[src/hdl/srlm_pkg.sv]
package srlm_pkg;

    typedef enum logic [1:0] {
        FR_EMPTY,
        FR_LEFT,
        FR_RIGHT
    } t_front_state;

    typedef enum logic [3:0] {
        BK_IDLE,
        BK_DIV,
        BK_SQRT,
        BK_MUL_OLD,
        BK_MUL_NEW,
        BK_ADD,
        BK_ROUND,
        BK_SCALE,
        BK_DONE
    } t_back_state;

    localparam int WEIGHT_W    = 16;
    localparam int LEVEL_CFG_W = 15;
    localparam int SCALE_W     = 16;
    localparam int PADDR_W     = 3;
    localparam int PDATA_W     = 32;

    localparam logic [0:0] REG_SMOOTHING_WEIGHT = 1'b0;
    localparam logic [0:0] REG_FULL_SCALE_LEVEL = 1'b1;

    localparam logic [WEIGHT_W-1:0]    SMOOTHING_WEIGHT_RST = 16'd4588;
    localparam logic [LEVEL_CFG_W-1:0] FULL_SCALE_LEVEL_RST = 15'd5571;

    localparam logic [WEIGHT_W:0]    WEIGHT_ONE = 17'h10000;
    localparam logic [WEIGHT_W-1:0]  ROUND_HALF = 16'h8000;
    localparam logic [SCALE_W-1:0]   SCALE_MAX  = 16'hFFFF;

endpackage

[src/hdl/srlm_front.sv]
module srlm_front import srlm_pkg::*; #(
    parameter int SAMPLE_BITS = 16,
    parameter int MAX_FRAMES  = 256,
    parameter int CNT_W       = 9,
    parameter int SUM_W       = 40
) (
    input  logic                   i_clk,
    input  logic                   i_rst_n,
    input  logic                   i_in_valid,
    output logic                   o_in_stall,
    input  logic [SAMPLE_BITS-1:0] i_left_sample,
    input  logic [SAMPLE_BITS-1:0] i_right_sample,
    input  logic                   i_last_frame,
    output logic                   o_q_valid,
    input  logic                   i_q_stall,
    output logic [SUM_W-1:0]       o_q_sum,
    output logic [CNT_W-1:0]       o_q_count
);

    t_front_state r_state, n_state;
    logic [SAMPLE_BITS-1:0] r_left, r_right;
    logic                   r_last;
    logic [SUM_W-1:0]       r_sum;
    logic [CNT_W-1:0]       r_count;

    logic [SAMPLE_BITS-1:0]   sel_sample, mag;
    logic [2*SAMPLE_BITS-1:0] square;
    logic [SUM_W-1:0]         sum_next;
    logic [CNT_W-1:0]         cnt_inc;
    logic                     closing, finishing, accept;

    assign sel_sample = (r_state == FR_RIGHT) ? r_right : r_left;
    assign mag        = sel_sample[SAMPLE_BITS-1] ? (~sel_sample + 1'b1) : sel_sample;
    assign square     = mag * mag;
    assign sum_next   = r_sum + SUM_W'(square);
    assign cnt_inc    = r_count + CNT_W'(1);
    assign closing    = r_last || (cnt_inc == CNT_W'(MAX_FRAMES));

    always_comb begin
        finishing  = (r_state == FR_RIGHT) && (!closing || !i_q_stall);
        o_in_stall = !((r_state == FR_EMPTY) || finishing);
        o_q_valid  = (r_state == FR_RIGHT) && closing;
        accept     = i_in_valid && !o_in_stall;
    end

    always_comb begin
        n_state = r_state;
        case (r_state)
            FR_EMPTY: begin
                if (accept) begin
                    n_state = FR_LEFT;
                end
            end
            FR_LEFT: begin
                n_state = FR_RIGHT;
            end
            FR_RIGHT: begin
                if (finishing) begin
                    n_state = accept ? FR_LEFT : FR_EMPTY;
                end
            end
            default: begin
                n_state = FR_EMPTY;
            end
        endcase
    end

    assign o_q_sum   = sum_next;
    assign o_q_count = cnt_inc;

    always_ff @(posedge i_clk) begin
        if (!i_rst_n) begin
            r_state <= FR_EMPTY;
            r_sum   <= '0;
            r_count <= '0;
        end else begin
            r_state <= n_state;
            if (r_state == FR_LEFT) begin
                r_sum <= sum_next;
            end else if (finishing) begin
                if (closing) begin
                    r_sum   <= '0;
                    r_count <= '0;
                end else begin
                    r_sum   <= sum_next;
                    r_count <= cnt_inc;
                end
            end
        end
    end

    always_ff @(posedge i_clk) begin
        if (accept) begin
            r_left  <= i_left_sample;
            r_right <= i_right_sample;
            r_last  <= i_last_frame;
        end
    end

endmodule

[src/hdl/srlm_queue.sv]
module srlm_queue #(
    parameter int DATA_W = 49
) (
    input  logic              i_clk,
    input  logic              i_rst_n,
    input  logic              i_push_valid,
    output logic              o_push_stall,
    input  logic [DATA_W-1:0] i_push_data,
    output logic              o_pop_valid,
    input  logic              i_pop_stall,
    output logic [DATA_W-1:0] o_pop_data
);

    localparam int DEPTH  = 2;
    localparam int FILL_W = $clog2(DEPTH + 1);

    logic [DATA_W-1:0] r_data [DEPTH];
    logic [FILL_W-1:0] r_fill;
    logic              push, pop;

    assign o_push_stall = (r_fill == FILL_W'(DEPTH));
    assign o_pop_valid  = (r_fill != '0);
    assign o_pop_data   = r_data[0];
    assign push         = i_push_valid && !o_push_stall;
    assign pop          = o_pop_valid && !i_pop_stall;

    always_ff @(posedge i_clk) begin
        if (!i_rst_n) begin
            r_fill <= '0;
        end else if (push && !pop) begin
            r_fill <= r_fill + FILL_W'(1);
        end else if (pop && !push) begin
            r_fill <= r_fill - FILL_W'(1);
        end
    end

    always_ff @(posedge i_clk) begin
        if (push && pop) begin
            r_data[0] <= i_push_data;
        end else if (pop) begin
            r_data[0] <= r_data[1];
        end else if (push) begin
            r_data[r_fill[0]] <= i_push_data;
        end
    end

endmodule

[src/hdl/srlm_back.sv]
module srlm_back import srlm_pkg::*; #(
    parameter int SAMPLE_BITS = 16,
    parameter int CNT_W       = 9,
    parameter int SUM_W       = 40
) (
    input  logic                   i_clk,
    input  logic                   i_rst_n,
    input  logic [WEIGHT_W-1:0]    i_weight,
    input  logic [LEVEL_CFG_W-1:0] i_full_scale,
    input  logic                   i_q_valid,
    output logic                   o_q_stall,
    input  logic [SUM_W-1:0]       i_q_sum,
    input  logic [CNT_W-1:0]       i_q_count,
    output logic                   o_out_valid,
    input  logic                   i_out_stall,
    output logic [SAMPLE_BITS-2:0] o_rms_level,
    output logic [SAMPLE_BITS-2:0] o_smoothed_level,
    output logic [SCALE_W-1:0]     o_scaled_level,
    output logic [CNT_W-1:0]       o_frames_counted
);

    localparam int RT_W     = SAMPLE_BITS - 1;
    localparam int X_W      = 2 * RT_W;
    localparam int RM_W     = RT_W + 2;
    localparam int DVD_W    = SUM_W - 3;
    localparam int ACC_W    = SAMPLE_BITS + 16;
    localparam int PRD_W    = ACC_W + WEIGHT_W + 1;
    localparam int NEW_W    = RT_W + WEIGHT_W;
    localparam int TOT_W    = ACC_W + WEIGHT_W + 2;
    localparam int CMP_W    = (RT_W > LEVEL_CFG_W) ? RT_W : LEVEL_CFG_W;
    localparam int STEP_MAX = (DVD_W > SCALE_W) ? DVD_W : SCALE_W;
    localparam int STEP_W   = $clog2(STEP_MAX);

    t_back_state r_state, n_state;
    logic [STEP_W-1:0]      r_step;
    logic [DVD_W-1:0]       r_dvd;
    logic [CNT_W-1:0]       r_drem;
    logic [CNT_W-1:0]       r_n;
    logic [X_W-1:0]         r_x;
    logic [RM_W-1:0]        r_rem;
    logic [RT_W-1:0]        r_root;
    logic [PRD_W-1:0]       r_prod_old;
    logic [NEW_W-1:0]       r_prod_new;
    logic [ACC_W-1:0]       r_acc;
    logic [RT_W-1:0]        r_smooth;
    logic [LEVEL_CFG_W-1:0] r_srem;
    logic [SCALE_W-1:0]     r_quot;
    logic                   r_out_valid;
    logic [RT_W-1:0]        r_out_rms, r_out_smooth;
    logic [SCALE_W-1:0]     r_out_scaled;
    logic [CNT_W-1:0]       r_out_frames;

    logic [CNT_W:0]         d_trial, d_diff;
    logic                   d_ge;
    logic [DVD_W-1:0]       d_quot;
    logic [RM_W-1:0]        s_sh, s_test, s_diff;
    logic                   s_ge;
    logic [WEIGHT_W:0]      w_comp;
    logic [PRD_W-1:0]       m_old;
    logic [NEW_W-1:0]       m_new;
    logic [TOT_W-1:0]       tot;
    logic [ACC_W:0]         rnd;
    logic [RT_W-1:0]        smooth_new;
    logic                   c_ge;
    logic [LEVEL_CFG_W:0]   q_trial, q_diff;
    logic                   q_ge;
    logic                   step_last, pop, out_load;

    assign d_trial = {r_drem, r_dvd[DVD_W-1]};
    assign d_diff  = d_trial - {1'b0, r_n};
    assign d_ge    = (d_trial >= {1'b0, r_n});
    assign d_quot  = {r_dvd[DVD_W-2:0], d_ge};

    assign s_sh   = {r_rem[RT_W-1:0], r_x[X_W-1 -: 2]};
    assign s_test = {r_root, 2'b01};
    assign s_ge   = (s_sh >= s_test);
    assign s_diff = s_sh - s_test;

    assign w_comp = WEIGHT_ONE - {1'b0, i_weight};
    assign m_old  = r_acc * w_comp;
    assign m_new  = r_root * i_weight;
    assign tot    = TOT_W'(r_prod_old) + (TOT_W'(r_prod_new) << 16) + TOT_W'(ROUND_HALF);

    assign rnd        = (ACC_W + 1)'(r_acc) + (ACC_W + 1)'(ROUND_HALF);
    assign smooth_new = rnd[16 +: RT_W];
    assign c_ge       = (CMP_W'(smooth_new) >= CMP_W'(i_full_scale));

    assign q_trial = {r_srem, 1'b0};
    assign q_ge    = (q_trial >= {1'b0, i_full_scale});
    assign q_diff  = q_trial - {1'b0, i_full_scale};

    assign step_last = (r_step == '0);

    always_comb begin
        n_state = r_state;
        case (r_state)
            BK_IDLE: begin
                if (i_q_valid) begin
                    n_state = BK_DIV;
                end
            end
            BK_DIV: begin
                if (step_last) begin
                    n_state = BK_SQRT;
                end
            end
            BK_SQRT: begin
                if (step_last) begin
                    n_state = BK_MUL_OLD;
                end
            end
            BK_MUL_OLD: begin
                n_state = BK_MUL_NEW;
            end
            BK_MUL_NEW: begin
                n_state = BK_ADD;
            end
            BK_ADD: begin
                n_state = BK_ROUND;
            end
            BK_ROUND: begin
                n_state = c_ge ? BK_DONE : BK_SCALE;
            end
            BK_SCALE: begin
                if (step_last) begin
                    n_state = BK_DONE;
                end
            end
            BK_DONE: begin
                if (out_load) begin
                    n_state = BK_IDLE;
                end
            end
            default: begin
                n_state = BK_IDLE;
            end
        endcase
    end

    always_comb begin
        o_q_stall = (r_state != BK_IDLE);
        pop       = (r_state == BK_IDLE) && i_q_valid;
        out_load  = (r_state == BK_DONE) && (!r_out_valid || !i_out_stall);
    end

    always_ff @(posedge i_clk) begin
        if (!i_rst_n) begin
            r_state     <= BK_IDLE;
            r_acc       <= '0;
            r_out_valid <= 1'b0;
        end else begin
            r_state <= n_state;
            if (r_state == BK_ADD) begin
                r_acc <= tot[16 +: ACC_W];
            end
            if (out_load) begin
                r_out_valid <= 1'b1;
            end else if (!i_out_stall) begin
                r_out_valid <= 1'b0;
            end
        end
    end

    always_ff @(posedge i_clk) begin
        case (r_state)
            BK_IDLE: begin
                if (pop) begin
                    r_dvd  <= i_q_sum[SUM_W-1:3];
                    r_drem <= '0;
                    r_n    <= i_q_count;
                    r_step <= STEP_W'(DVD_W - 1);
                end
            end
            BK_DIV: begin
                r_dvd  <= d_quot;
                r_drem <= d_ge ? d_diff[CNT_W-1:0] : d_trial[CNT_W-1:0];
                r_step <= r_step - STEP_W'(1);
                if (step_last) begin
                    r_x    <= X_W'(d_quot);
                    r_rem  <= '0;
                    r_root <= '0;
                    r_step <= STEP_W'(RT_W - 1);
                end
            end
            BK_SQRT: begin
                r_x    <= r_x << 2;
                r_rem  <= s_ge ? s_diff : s_sh;
                r_root <= {r_root[RT_W-2:0], s_ge};
                r_step <= r_step - STEP_W'(1);
            end
            BK_MUL_OLD: begin
                r_prod_old <= m_old;
            end
            BK_MUL_NEW: begin
                r_prod_new <= m_new;
            end
            BK_ROUND: begin
                r_smooth <= smooth_new;
                r_srem   <= LEVEL_CFG_W'(smooth_new);
                r_quot   <= c_ge ? SCALE_MAX : '0;
                r_step   <= STEP_W'(SCALE_W - 1);
            end
            BK_SCALE: begin
                r_srem <= q_ge ? q_diff[LEVEL_CFG_W-1:0] : q_trial[LEVEL_CFG_W-1:0];
                r_quot <= {r_quot[SCALE_W-2:0], q_ge};
                r_step <= r_step - STEP_W'(1);
            end
            default: begin
            end
        endcase
        if (out_load) begin
            r_out_rms    <= r_root;
            r_out_smooth <= r_smooth;
            r_out_scaled <= r_quot;
            r_out_frames <= r_n;
        end
    end

    assign o_out_valid      = r_out_valid;
    assign o_rms_level      = r_out_rms;
    assign o_smoothed_level = r_out_smooth;
    assign o_scaled_level   = r_out_scaled;
    assign o_frames_counted = r_out_frames;

endmodule

[src/hdl/stereo_rms_level_meter_top.sv]
// Each frame's left and right squares are summed in turn and the next frame is taken while the
// right is summed; a frame that closes a buffer waits only when both queue entries are full.
// Each buffer result passes through the back end's bit-serial divide and square root, then the
// smoothing multiplies, add and round, and, below full scale only, a bit-serial scaling divide.
// i_rst_n (synchronous, active low) clears sum, frame count, smoothed level and queue and
// loads the register defaults; no clearing pass.
module stereo_rms_level_meter_top import srlm_pkg::*; #(
    parameter int MAX_FRAMES  = 256,
    parameter int SAMPLE_BITS = 16,
    localparam int CNT_W      = $clog2(MAX_FRAMES + 1)
) (
    input  logic                   i_clk,
    input  logic                   i_rst_n,
    input  logic                   psel,
    input  logic                   penable,
    input  logic                   pwrite,
    input  logic [PADDR_W-1:0]     paddr,
    input  logic [PDATA_W-1:0]     pwdata,
    output logic [PDATA_W-1:0]     prdata,
    output logic                   pready,
    input  logic                   i_in_valid,
    output logic                   o_in_stall,
    input  logic [SAMPLE_BITS-1:0] i_left_sample,
    input  logic [SAMPLE_BITS-1:0] i_right_sample,
    input  logic                   i_last_frame,
    output logic                   o_out_valid,
    input  logic                   i_out_stall,
    output logic [SAMPLE_BITS-2:0] o_rms_level,
    output logic [SAMPLE_BITS-2:0] o_smoothed_level,
    output logic [SCALE_W-1:0]     o_scaled_level,
    output logic [CNT_W-1:0]       o_frames_counted
);

    localparam int SUM_W = 2 * SAMPLE_BITS + CNT_W - 1;
    localparam int Q_W   = SUM_W + CNT_W;

    logic [WEIGHT_W-1:0]    r_smoothing_weight;
    logic [LEVEL_CFG_W-1:0] r_full_scale_level;
    logic                   cfg_write;
    logic [0:0]             cfg_index;

    logic             f_valid, f_stall, b_valid, b_stall;
    logic [SUM_W-1:0] f_sum;
    logic [CNT_W-1:0] f_count;
    logic [Q_W-1:0]   q_out;

    assign pready    = 1'b1;
    assign cfg_index = paddr[PADDR_W-1];
    assign cfg_write = psel && penable && pwrite && pready;

    always_ff @(posedge i_clk) begin
        if (!i_rst_n) begin
            r_smoothing_weight <= SMOOTHING_WEIGHT_RST;
            r_full_scale_level <= FULL_SCALE_LEVEL_RST;
        end else if (cfg_write) begin
            case (cfg_index)
                REG_SMOOTHING_WEIGHT: r_smoothing_weight <= pwdata[WEIGHT_W-1:0];
                REG_FULL_SCALE_LEVEL: r_full_scale_level <= pwdata[LEVEL_CFG_W-1:0];
                default: begin
                end
            endcase
        end
    end

    always_comb begin
        case (cfg_index)
            REG_SMOOTHING_WEIGHT: prdata = PDATA_W'(r_smoothing_weight);
            REG_FULL_SCALE_LEVEL: prdata = PDATA_W'(r_full_scale_level);
            default:              prdata = '0;
        endcase
    end

    srlm_front #(
        .SAMPLE_BITS (SAMPLE_BITS),
        .MAX_FRAMES  (MAX_FRAMES),
        .CNT_W       (CNT_W),
        .SUM_W       (SUM_W)
    ) u_front (
        .i_clk          (i_clk),
        .i_rst_n        (i_rst_n),
        .i_in_valid     (i_in_valid),
        .o_in_stall     (o_in_stall),
        .i_left_sample  (i_left_sample),
        .i_right_sample (i_right_sample),
        .i_last_frame   (i_last_frame),
        .o_q_valid      (f_valid),
        .i_q_stall      (f_stall),
        .o_q_sum        (f_sum),
        .o_q_count      (f_count)
    );

    srlm_queue #(
        .DATA_W (Q_W)
    ) u_queue (
        .i_clk        (i_clk),
        .i_rst_n      (i_rst_n),
        .i_push_valid (f_valid),
        .o_push_stall (f_stall),
        .i_push_data  ({f_sum, f_count}),
        .o_pop_valid  (b_valid),
        .i_pop_stall  (b_stall),
        .o_pop_data   (q_out)
    );

    srlm_back #(
        .SAMPLE_BITS (SAMPLE_BITS),
        .CNT_W       (CNT_W),
        .SUM_W       (SUM_W)
    ) u_back (
        .i_clk            (i_clk),
        .i_rst_n          (i_rst_n),
        .i_weight         (r_smoothing_weight),
        .i_full_scale     (r_full_scale_level),
        .i_q_valid        (b_valid),
        .o_q_stall        (b_stall),
        .i_q_sum          (q_out[CNT_W +: SUM_W]),
        .i_q_count        (q_out[CNT_W-1:0]),
        .o_out_valid      (o_out_valid),
        .i_out_stall      (i_out_stall),
        .o_rms_level      (o_rms_level),
        .o_smoothed_level (o_smoothed_level),
        .o_scaled_level   (o_scaled_level),
        .o_frames_counted (o_frames_counted)
    );

`ifndef SYNTHESIS
    localparam logic [SAMPLE_BITS-2:0] LEVEL_MAX = (SAMPLE_BITS - 1)'(1) << (SAMPLE_BITS - 2);

    ap_frames_range: assert property (@(posedge i_clk) disable iff (!i_rst_n)
        o_out_valid |-> (o_frames_counted != '0)
                        && (o_frames_counted <= CNT_W'(MAX_FRAMES)))
        else $error("frame count out of range");

    ap_level_range: assert property (@(posedge i_clk) disable iff (!i_rst_n)
        o_out_valid |-> (o_rms_level <= LEVEL_MAX) && (o_smoothed_level <= LEVEL_MAX))
        else $error("level above half scale");

    ap_scaled_silent: assert property (@(posedge i_clk) disable iff (!i_rst_n)
        (o_out_valid && (o_smoothed_level == '0))
            |-> (o_scaled_level == '0) || (o_scaled_level == SCALE_MAX))
        else $error("scaled level nonzero for silent level");
`endif

endmodule
[config.mk]
export PLATFORM = sky130hd
export DESIGN_NAME = stereo_rms_level_meter_top
export DESIGN_NICKNAME = d
export VERILOG_FILES = /design/src/hdl/srlm_pkg.sv /design/src/hdl/srlm_front.sv /design/src/hdl/srlm_queue.sv /design/src/hdl/srlm_back.sv /design/src/hdl/stereo_rms_level_meter_top.sv
export SDC_FILE = /design/constraint.sdc
export NUM_CORES = 2
export LEC_CHECK = 0
export ABC_AREA = 1
export BUFFER_PORTS_ARGS = -buffer_cell sky130_fd_sc_hd__buf_2
export CAP_MARGIN = 20
export CORE_UTILIZATION = 51
export CTS_BUF_LIST = sky130_fd_sc_hd__clkbuf_16
export DETAILED_ROUTE_END_ITERATION = 16
export PLACE_DENSITY = 0.76
export SETUP_SLACK_MARGIN = 0.02
export SKIP_LAST_GASP = 1
export SLEW_MARGIN = 5
export SYNTH_ARGS = -nofsm -noshare
export SYNTH_HDL_FRONTEND = slang
export SYNTH_SLANG_ARGS = --single-unit
export TNS_END_PERCENT = 100
[constraint.sdc]
create_clock -name i_clk -period 18.05 [get_ports i_clk]
set_input_delay 0.9025 -clock i_clk [delete_from_list [all_inputs] [get_ports i_clk]]
set_output_delay 0.9025 -clock i_clk [all_outputs]
set_load 0.005 [all_outputs]
==> out/metrics.yaml <==
run_status: "finished clean"
cts_setup_buffers: 0
avgSynthCellArea_um2: 8.26
routabilityCongestion: 0.977
die_y_um: 344
synth_top_area_cell: "fa_1"
grt-ovfl-total: 0
setup-violations-final: 0
ys_seq_elements: 532
cts_buffer_depth: 3
synth_fa_ha_area_share_pct: 36.2
fin_nets: 8546
worst_pin_slew_ps: 1150
path_class: "reg2reg"
worst_ep_arrival_time_ps: 9030
drive_above_1_share_pct: 5.28
place.port_buffers: 129
antenna_found_initial: 1
crit_fanout: 47
slowest_stage: "inv_1"
worstPathRequired_ps: 18490
cts_resized: 0
wirelength_um: 159000
synth_cells: 7239
fin_crit_ps: 8590
maxCapViolCount: 0
synth.top_cell.area_share_pct: 27.5
grt_pass1_wl_um: 256000
synth-edff-count: 411
synthSimpleGateAreaFrac_pct: 17.8
yosysWarnings: 0
vias: 47400
multi_input_area_mm2: 0.0378
yosys.area_share.xor_xnor_pct: 2.05
cts_root_buffer: "clkbuf_16"
slew_headroom_pct: 23.3
hold_viol: 0
cp-start-kind: "register"
maxSlewViolCount: 0
synth_flop_cell: "edfxtp_1"
clock_latency_ps: 680
synthTopCellsByArea: "fa_1 (27%), edfxtp_1 (21%), nand2_1 (11%)"
die_w_um: 344
grt_max_degree: 84
fin_worst_skew_ps: 49.4
numCtsBuffers: 60
cts_tree: "yes"
end_kind: "register"
cp_slowest_stage_delay_ps: 880
muxShareOfSynthArea_pct: 0
synthTopCellsByCount: "nand2_1 (1755), inv_1 (1598), fa_1 (821), nor2_1 (526), ha_1 (414)"
ant_nets: 0
num-fill-cells: 10500
synth_area_mm2: 0.0598
fin_crit_sh_pct: 47.6
fmax_mhz: 116
cts_hold_buffers: 0
dp_hpwl_um: 126000
crit_top_cell: "nand2_1"
die-area_mm2: 0.119
ys_types: 60
start_util_pct: 51.5
core-area_mm2: 0.116
core.rowCount: 125
synth_top_family_by_area: "adder cells"
yosysSeqAreaShare_pct: 24.7
grt.total_usage_pct: 27.5
drt_iter0_drc: 4325
syn_to_final_growth_pct: 6.82
hold_class: "in2reg"
tns_ps: 0
grt_pass1_vias: 48100
drc: 0
n_antenna_cell: 0
htree_levels: 2
cts.clk_slew.worst_paths_ps: 70
rsz0062_at_grt: "no"
ioPinCount: 165
synth_compound_area_share_pct: 7.02
cts.sinks: 532
viasPerCell: 5.37
routedWlPerCell_um: 18.1
seqCellArea_mm2: 0.0148
ys_async_sr_fraction_pct: 0
drtPass1Iterations: 8
yosysMostFrequentCell: "nand2_1"
==> logic make-up (layout without fill, tap and decap cells) <==
logic type,after synthesis,count (layout)
buf+inv,1906,1930
simple gates,2652,2652
xor+xnor,139,139
other cells,2,27
flops,532,532
fa+ha+maj,1235,1235
compound gates,773,773
==> per-layer routing <==
metal | vias up | share of wire [%] | track usage, %
met5 | - | 0 | 0
met4 | 0 | 3.4 | 8.93
met3 | 328 | 7.5 | 3.62
met2 | 1839 | 48 | 46.0
met1 | 23200 | 41 | 36.9
li1 | 22000 | - | -
==> layout by cell type (no fill, tap or decap), types with 39 or more instances in the layout <==
cell / count
a21oi_1: 350
clkbuf_16: 60
nand2_1: 1753
inv_1: 1600
buf_4: 46
ha_1: 414
nor3_1: 46
fa_1: 821
xnor2_1: 55
buf_2: 129
dfxtp_1: 120
nand3_1: 215
nand4_1: 39
nor2_1: 523
xor2_1: 81
edfxtp_1: 411
o21ai_0: 285
==> path summary, 6_finish.rpt <==
| check | start | end | slack (ps) | cells after the start |
|---|---|---|---|---|
| max | r_smoothing_weight[0] | u_back.r_prod_old[44] | 9460 | 29 |
| max reg2reg | r_smoothing_weight[0] | u_back.r_prod_old[44] | 9460 | 29 |
| min reg2reg | u_queue.r_data[0][1] | u_back.r_n[1] | 410 | 0 |
| min | i_left_sample[3] | u_front.r_left[3] | 410 | 1 |
==> sequential cells by signal, indices dropped and copies added (netlist names), 16 cells and up <==
name / flops
u_back.r_acc: 32
u_front.r_sum: 40
r_smoothing_weight: 16
u_queue.r_data: 92
u_back.r_prod_old: 33
u_front.r_left: 16
u_back.r_dvd: 37
u_back.r_prod_new: 31
u_front.r_right: 16
u_back.r_x: 30
u_back.r_quot: 16
u_back.o_scaled_level: 16
==> final cells by class <==
| type | count | area share (%) |
|---|---|---|
| Inverter | 1635 | 9.62 |
| Clock inverter | 54 | 0.901 |
| Timing Repair Buffer | 181 | 1.78 |
| Clock buffer | 60 | 2.35 |
| Sequential cell | 532 | 23.1 |
| Tap cell | 1524 | 2.99 |
| Multi-Input combinational cell | 4826 | 59.2 |
==> through the flow <==
stage / cell area, um^2 / std cells / util, % / worst slack [ps] / hold WS (ps)
after CTS: 63800 / 8809 / 54.9 / 9510 / 362
final: 63900 / 8812 / 55.0 / 9460 / 414
after global routing: 63900 / 8812 / 55.0 / 9100 / 385
after detailed placement: 61700 / 8695 / 53.1 / 9540 / 406
after global placement: 61600 / 8692 / 53.1 / 9490 / 401
after floorplan: 59900 / 7264 / - / 11110 / 400
==> worst max-delay path: cells and delay by family, from the launching register on <==
family	cells	cell delay, ps
adder cells (fa/ha/maj)	8	3570
AND/OR/NAND/NOR	15	2340
buffers and inverters	5	1560
AO/OA/AOI/OAI	1	540
flip-flops	1	310
Power is not shown: default switching activity piles up to over one toggle a cycle in this logic, so the estimate is an artifact.
